$ cat src/hw/rtl/bti_pkg.sv
// shared types and constants for the breakpoint table interpolator
// no dependencies
package bti_pkg;
    localparam int DefTableDepth = 16;
    localparam int NumCols       = 8;
    localparam int KeyW          = 8;
    localparam int ValW          = 32;
    localparam int FracW         = 16;
    localparam int CountW        = 5;

    typedef enum logic [2:0] {
        DP_NOP, DP_LOAD, DP_SCAN, DP_RD_A, DP_RD_B, DP_DIV, DP_MUL, DP_EMIT
    } dp_cmd_t;

    typedef struct packed {
        dp_cmd_t cmd;
        logic    emit_zero;
        logic    emit_entry;
    } dp_ctrl_t;

    typedef struct packed {
        logic scan_done;
        logic found_first;
        logic found_none;
        logic div_done;
        logic mul_done;
    } dp_stat_t;
endpackage

$ cat src/hw/rtl/bti_ctrl.sv
// query sequencer for the breakpoint table interpolator
// depends on bti_pkg
module bti_ctrl (
    input  logic              clk,
    input  logic              rst_n,
    input  logic              in_valid,
    output logic              in_stall,
    input  logic              func,
    input  logic [bti_pkg::CountW-1:0] entry_count,
    output logic              out_valid,
    input  logic              out_stall,
    output bti_pkg::dp_ctrl_t ctrl,
    input  bti_pkg::dp_stat_t stat,
    output logic              wr_en
);
    import bti_pkg::*;
    typedef enum logic [2:0] {
        S_IDLE, S_SCAN, S_LAST, S_RDA, S_RDB, S_DIV, S_MUL, S_OUT
    } state_t;
    state_t state_reg;
    logic   out_valid_reg;

    assign in_stall = state_reg != S_IDLE;
    assign wr_en    = in_valid && !in_stall && !func;
    assign out_valid = out_valid_reg;

    always_comb
    begin
        ctrl = '{cmd: DP_NOP, emit_zero: 1'b0, emit_entry: 1'b0};
        unique case (state_reg)
            S_IDLE: if (in_valid && func)
            begin
                ctrl.cmd = (entry_count == '0) ? DP_EMIT : DP_LOAD;
                ctrl.emit_zero = entry_count == '0;
            end
            S_SCAN:
            begin
                ctrl.cmd = DP_SCAN;
                if (stat.found_first)
                begin
                    ctrl.cmd = DP_EMIT;
                    ctrl.emit_entry = 1'b1;
                end
            end
            S_LAST:
            begin
                ctrl.cmd = DP_EMIT;
                ctrl.emit_entry = 1'b1;
            end
            S_RDA: ctrl.cmd = DP_RD_A;
            S_RDB: ctrl.cmd = DP_RD_B;
            S_DIV: if (!stat.div_done) ctrl.cmd = DP_DIV;
            S_MUL: if (!stat.mul_done) ctrl.cmd = DP_MUL;
            default: ;
        endcase
    end

    always_ff @(posedge clk or negedge rst_n)
    begin
        if (!rst_n)
        begin
            state_reg     <= S_IDLE;
            out_valid_reg <= 1'b0;
        end
        else
        begin
            unique case (state_reg)
                S_IDLE: if (in_valid && func)
                begin
                    if (entry_count == '0)
                    begin
                        state_reg <= S_OUT;
                        out_valid_reg <= 1'b1;
                    end
                    else state_reg <= S_SCAN;
                end
                S_SCAN: if (stat.scan_done)
                begin
                    if (stat.found_first)
                    begin
                        state_reg <= S_OUT;
                        out_valid_reg <= 1'b1;
                    end
                    else if (stat.found_none) state_reg <= S_LAST;
                    else state_reg <= S_RDA;
                end
                S_LAST:
                begin
                    state_reg <= S_OUT;
                    out_valid_reg <= 1'b1;
                end
                S_RDA: state_reg <= S_RDB;
                S_RDB: state_reg <= S_DIV;
                S_DIV: if (stat.div_done) state_reg <= S_MUL;
                S_MUL: if (stat.mul_done)
                begin
                    state_reg <= S_OUT;
                    out_valid_reg <= 1'b1;
                end
                S_OUT: if (!out_stall)
                begin
                    state_reg <= S_IDLE;
                    out_valid_reg <= 1'b0;
                end
                default: state_reg <= S_IDLE;
            endcase
        end
    end

    a_no_in_busy: assert property (@(posedge clk) disable iff (!rst_n)
        state_reg != S_IDLE |-> in_stall) else $error("accept while busy");
    a_out_hold: assert property (@(posedge clk) disable iff (!rst_n)
        out_valid && out_stall |=> out_valid) else $error("result dropped");
    a_out_state: assert property (@(posedge clk) disable iff (!rst_n)
        out_valid |-> state_reg == S_OUT) else $error("valid outside output");
endmodule

$ cat config.mk
export PLATFORM = sky130hd
export DESIGN_NAME = bti_ctrl
export DESIGN_NICKNAME = d
export VERILOG_FILES = /design/src/hw/rtl/bti_pkg.sv /design/src/hw/rtl/bti_ctrl.sv
export SDC_FILE = /design/constraint.sdc
export NUM_CORES = 1
export LEC_CHECK = 0
export BUFFER_PORTS_ARGS = -buffer_cell sky130_fd_sc_hd__clkbuf_2
export CORE_AREA = 4 4 41 43
export DETAILED_ROUTE_END_ITERATION = 6
export DIE_AREA = 0 0 45 47
export PLACE_DENSITY = 0.72
export REMOVE_ABC_BUFFERS = 1
export SYNTH_ARGS = -nofsm -noshare
export SYNTH_HDL_FRONTEND = slang
export SYNTH_SLANG_ARGS = --single-unit
$ cat constraint.sdc
create_clock -name clk -period 1.55 [get_ports clk]
set_clock_uncertainty 0.2 [all_clocks]
set_input_delay 0.0775 -clock clk [delete_from_list [all_inputs] [get_ports clk]]
set_output_delay 0.0775 -clock clk [all_outputs]
set_load 0.02 [all_outputs]
* Word level (Yosys, flattened, before mapping)
Cells that the tools add are included.
** Cells by class
- Equal/unequal tests :: 14
- Mux-type cells :: 24
- Reductions and logical operators :: 11
** Operators with widths (number)
- $mux 3 :: 10
- $pmux 3 s8 :: 1
- $pmux 3 s7 :: 1
- $ne 2x2->1 const B :: 7
- $eq 3x3->1 const B :: 4
- $mux 1 :: 9
- $reduce_and 7->1 :: 1
- $eq 3x2->1 const B :: 2
- $logic_not 5->1 :: 1
- $pmux 1 s5 :: 1
- $reduce_and 5->1 :: 1
- $reduce_bool 5->1 :: 1
- $mux 4 :: 1
- $eq 3x1->1 const B :: 1
- $logic_and 1x1->1 :: 3
- $logic_not 3->1 :: 1
- $reduce_bool 3->1 :: 1
- $logic_not 1->1 :: 2
- $pmux 1 s2 :: 1
** Word-level totals
- Bits in registers :: 4
- Bits of input ports :: 15
- Output and inout port bits :: 8
- Word-level logic and storage cells :: 51

* Depth between registers and ports, before layout
- Word-level depth :: 4
- Gate-level depth with buffers :: 6
- Gate-level depth less buffers :: 4

* Worst setup path after synthesis
OpenSTA, ideal clock, no wires.
- Kind :: reg-to-output
- Start point :: register state_reg[1]
- End point :: output port ctrl[3] (netlist name)
- Arrival time :: 1.415 ns
- Data required time :: 1.272 ns
- Path slack :: -0.142 ns
- Cell stages (with the launch flop) :: 4
- Path buffers :: 0
- Path through :: dfrtp_1 -> or3_4 -> or3_4 -> nand2_1
** RTL lines
- from (decl) :: RTL line bti_ctrl.sv:20 : state_t state_reg;
- from (signal assigned) :: RTL line bti_ctrl.sv:62 : state_reg <= S_IDLE;
- from (signal assigned) :: RTL line bti_ctrl.sv:72 : state_reg <= S_OUT;
- from (signal assigned) :: RTL line bti_ctrl.sv:75 : else state_reg <= S_SCAN;
- to (decl) :: RTL line bti_ctrl.sv:12 : output bti_pkg::dp_ctrl_t ctrl,

==> metrics.cfg <==
[route]
remaining_drc_errors=0
vias_per_cell=5.21
drtPass1Iterations=4
first_iter_violations=13
ant_nets=0
wirelength_mm=1.46
post_drt_wl_per_cell_um=13.1
vias=583

[worst_setup_path]
path_class=reg -> out
max_stage_delay_ps=390
cp.arrival_ps=1560
path_max_fanout=3
crit_top_cell=or3_4
slowest_stage=or3_4
regToRegEndpoint=state_reg[2]
setup.worst_path.end_class=output pin
r2r_cells=4
crit_required_ps=1270
cp_cell_sequence=or3_4 > or3_4 > inv_1 > clkbuf_8
startpoint_type=flop
reg2reg_setup_slack_ps=-140
reg2reg_from=state_reg[2]

[global_routing]
grt_pass1_vias=521
use_met1_pct=15.9
grt_overflow=0
grt.met3_usage_pct=0
grt_max_degree=20
antenna_found_initial=0
grt_usage_pct=14.3
met2_usage_pct=25.4
grt_pass1_wl_mm=2.15
grt-busiest-layer=met2

[final_layout]
largest_reg_flops=3
drive_above_1_share_pct=54.6
syn2layout_area_growth_pct=87.6
register_area_um2=100
nets=114
multi_input_area_um2=365
final_core_util_pct=62.4
diodes=0
fillers=123

[sta]
tightest_slew_ps=265
relSlewSlack_pct=82.3
drv_slew=0
post-route-period-util_pct=118
setup_slack_ps=-284
setup-violations-final=10
grt_setup_unrepaired=true
finalSetupTns_ps=-1460
hold_violations=0
hold_slack_ps=26.2
period_needed_ps=1830
fmax_mhz=545

[floorplan]
core_area_um2=1300
row_count=13
io_pins=23
die_x_um=45
fp.dieH_um=47
initial_core_util_pct=33.3
dieArea_um2=2120

[cts]
cts.sinks=4
clk_path_buf_depth=2
path_clk_slew_ps=40
cts_inserted_buffers=3
htreeDepth=1
root_buffer=clkbuf_4
cts_tree=built
clk_latency_ps=240

[synthesis]
netlist.area_leader.share_pct=23.1
netlist_top_cells_area=dfrtp_1, nand2_1, o21ai_0
ys_ff_latch=4
synth-main-ff-cell=dfrtp_1
syn_inst=62
yosys.area.top_type=dfrtp_1
synth-edff-count=0
avgSynthCellArea_um2=6.98
synthArstFlopShare_pct=100
syn-cell-area_um2=433
yosys_warnings=0
synth_cell_types=27
ys_seq_area_share_pct=23.1

[power_and_ir_drop]
power.density_nw_per_um2=1950
peakVddDrop_mv=1.01
leakage_uw=0.000391

[placed_design]
pre_cts_ws_ps=-106
gp_congestion=0.818
dpl.hpwl_um=943
port_buffers=22

[worst_hold_path]
min_delay_path_depth=5
whs_endpoint=state_reg[0]
worstHoldStart=stat[2]
hp-class=in -> reg

[run]
cap_violations=0

[run_status]
violations=setup timing
outcome=finished with violations

[cells in the mapped netlist (2+ instances only)]
| cell type | count |
|---|---|
| a21oi_1 | 4 |
| o211a_1 | 2 |
| buf_2 | 2 |
| nand2_1 | 10 |
| clkbuf_1 | 2 |
| o31ai_1 | 2 |
| inv_1 | 3 |
| nand2b_1 | 3 |
| o21ai_0 | 5 |
| nor2_1 | 5 |
| or3_4 | 2 |
| a31oi_1 | 2 |
| nand3_1 | 3 |
| dfrtp_1 | 4 |
[cell families after synthesis]
| group | synth area share [%] |
|---|---|
| buffers and inverters | 7.51 |
| and+or+nand+nor | 34.4 |
| DFF | 23.1 |
| AOI/OAI and AO/OA | 35.0 |
[through the flow]
step           cell area [um^2]  power, uW  instances
3_5_place_dp                593       1050        101
3_3_place_gp                593       1030        101
6_report                    812       1590        112
2_1_floorplan               412        739         57
5_1_grt                     812       1690        112
4_1_cts                     758       1410        109
[timing repair]
action | 4_1_cts | 5_1_grt
resized for setup | 23 | 12
hold buffers | 3 | 0
setup buffers | 2 | 3
endpoints found under the hold margin | 5 | 0
setup endpoints to repair | 10 | 11
pin swaps | 2 | 3
[worst max path at each step]
| stage | from | end | cells past startpoint |
|---|---|---|---|
| floorplan | state_reg[0] | ctrl[3] | 3 |
| global placement | state_reg[1] | ctrl[3] | 4 |
| detailed placement | state_reg[1] | out_valid | 4 |
| CTS | state_reg[1] | ctrl[4] | 4 |
| global route | state_reg[2] | ctrl[1] | 4 |
| finish | state_reg[1] | ctrl[1] | 4 |
[report_power, final]
part / internal, uW / total, uW / switching (uW) / leakage [uW]
clock: 86.5 / 128 / 41.8 / 0.0000138
sequential: 159 / 195 / 36.3 / 0.0000459
combinational: 636 / 1260 / 627 / 0.000331
[critical path: cells and delay by family (launching register included)]
family                 cells  cell delay [ps]
buffers and inverters      2              210
flip-flops                 1              370
AND/OR/NAND/NOR            2              740
[layout by cell type, fill, tap and decap left out, types with 2 or more instances in the layout]
cell / n
o211a_1: 2
clkbuf_8: 3
nand2_1: 8
nand3_1: 2
dfrtp_1: 4
a31oi_1: 2
buf_8: 2
buf_4: 9
dlygate4sd3_1: 3
a21oi_1: 3
clkbuf_2: 16
o21ai_0: 4
nand2_2: 2
inv_1: 2
nor2_1: 4
clkbuf_4: 3
buf_6: 4
o31ai_1: 2
nand2b_1: 2
or3_4: 3
[final cells by class]
class	count	share of cell area [%]
Tap cell	15	2.31
Sequential cell	4	12.3
Timing Repair Buffer	37	36.2
Clock buffer	3	2.77
Multi-Input combinational cell	50	45.0
Inverter	3	1.39
[routing by layer]
metal,vias to the layer above,share of wire (%)
met5,-,0
met4,0,3.2
met3,5,4.7
met2,19,52
met1,267,40
li1,292,-
No activity file was read; power rests on OpenSTA's default activity.
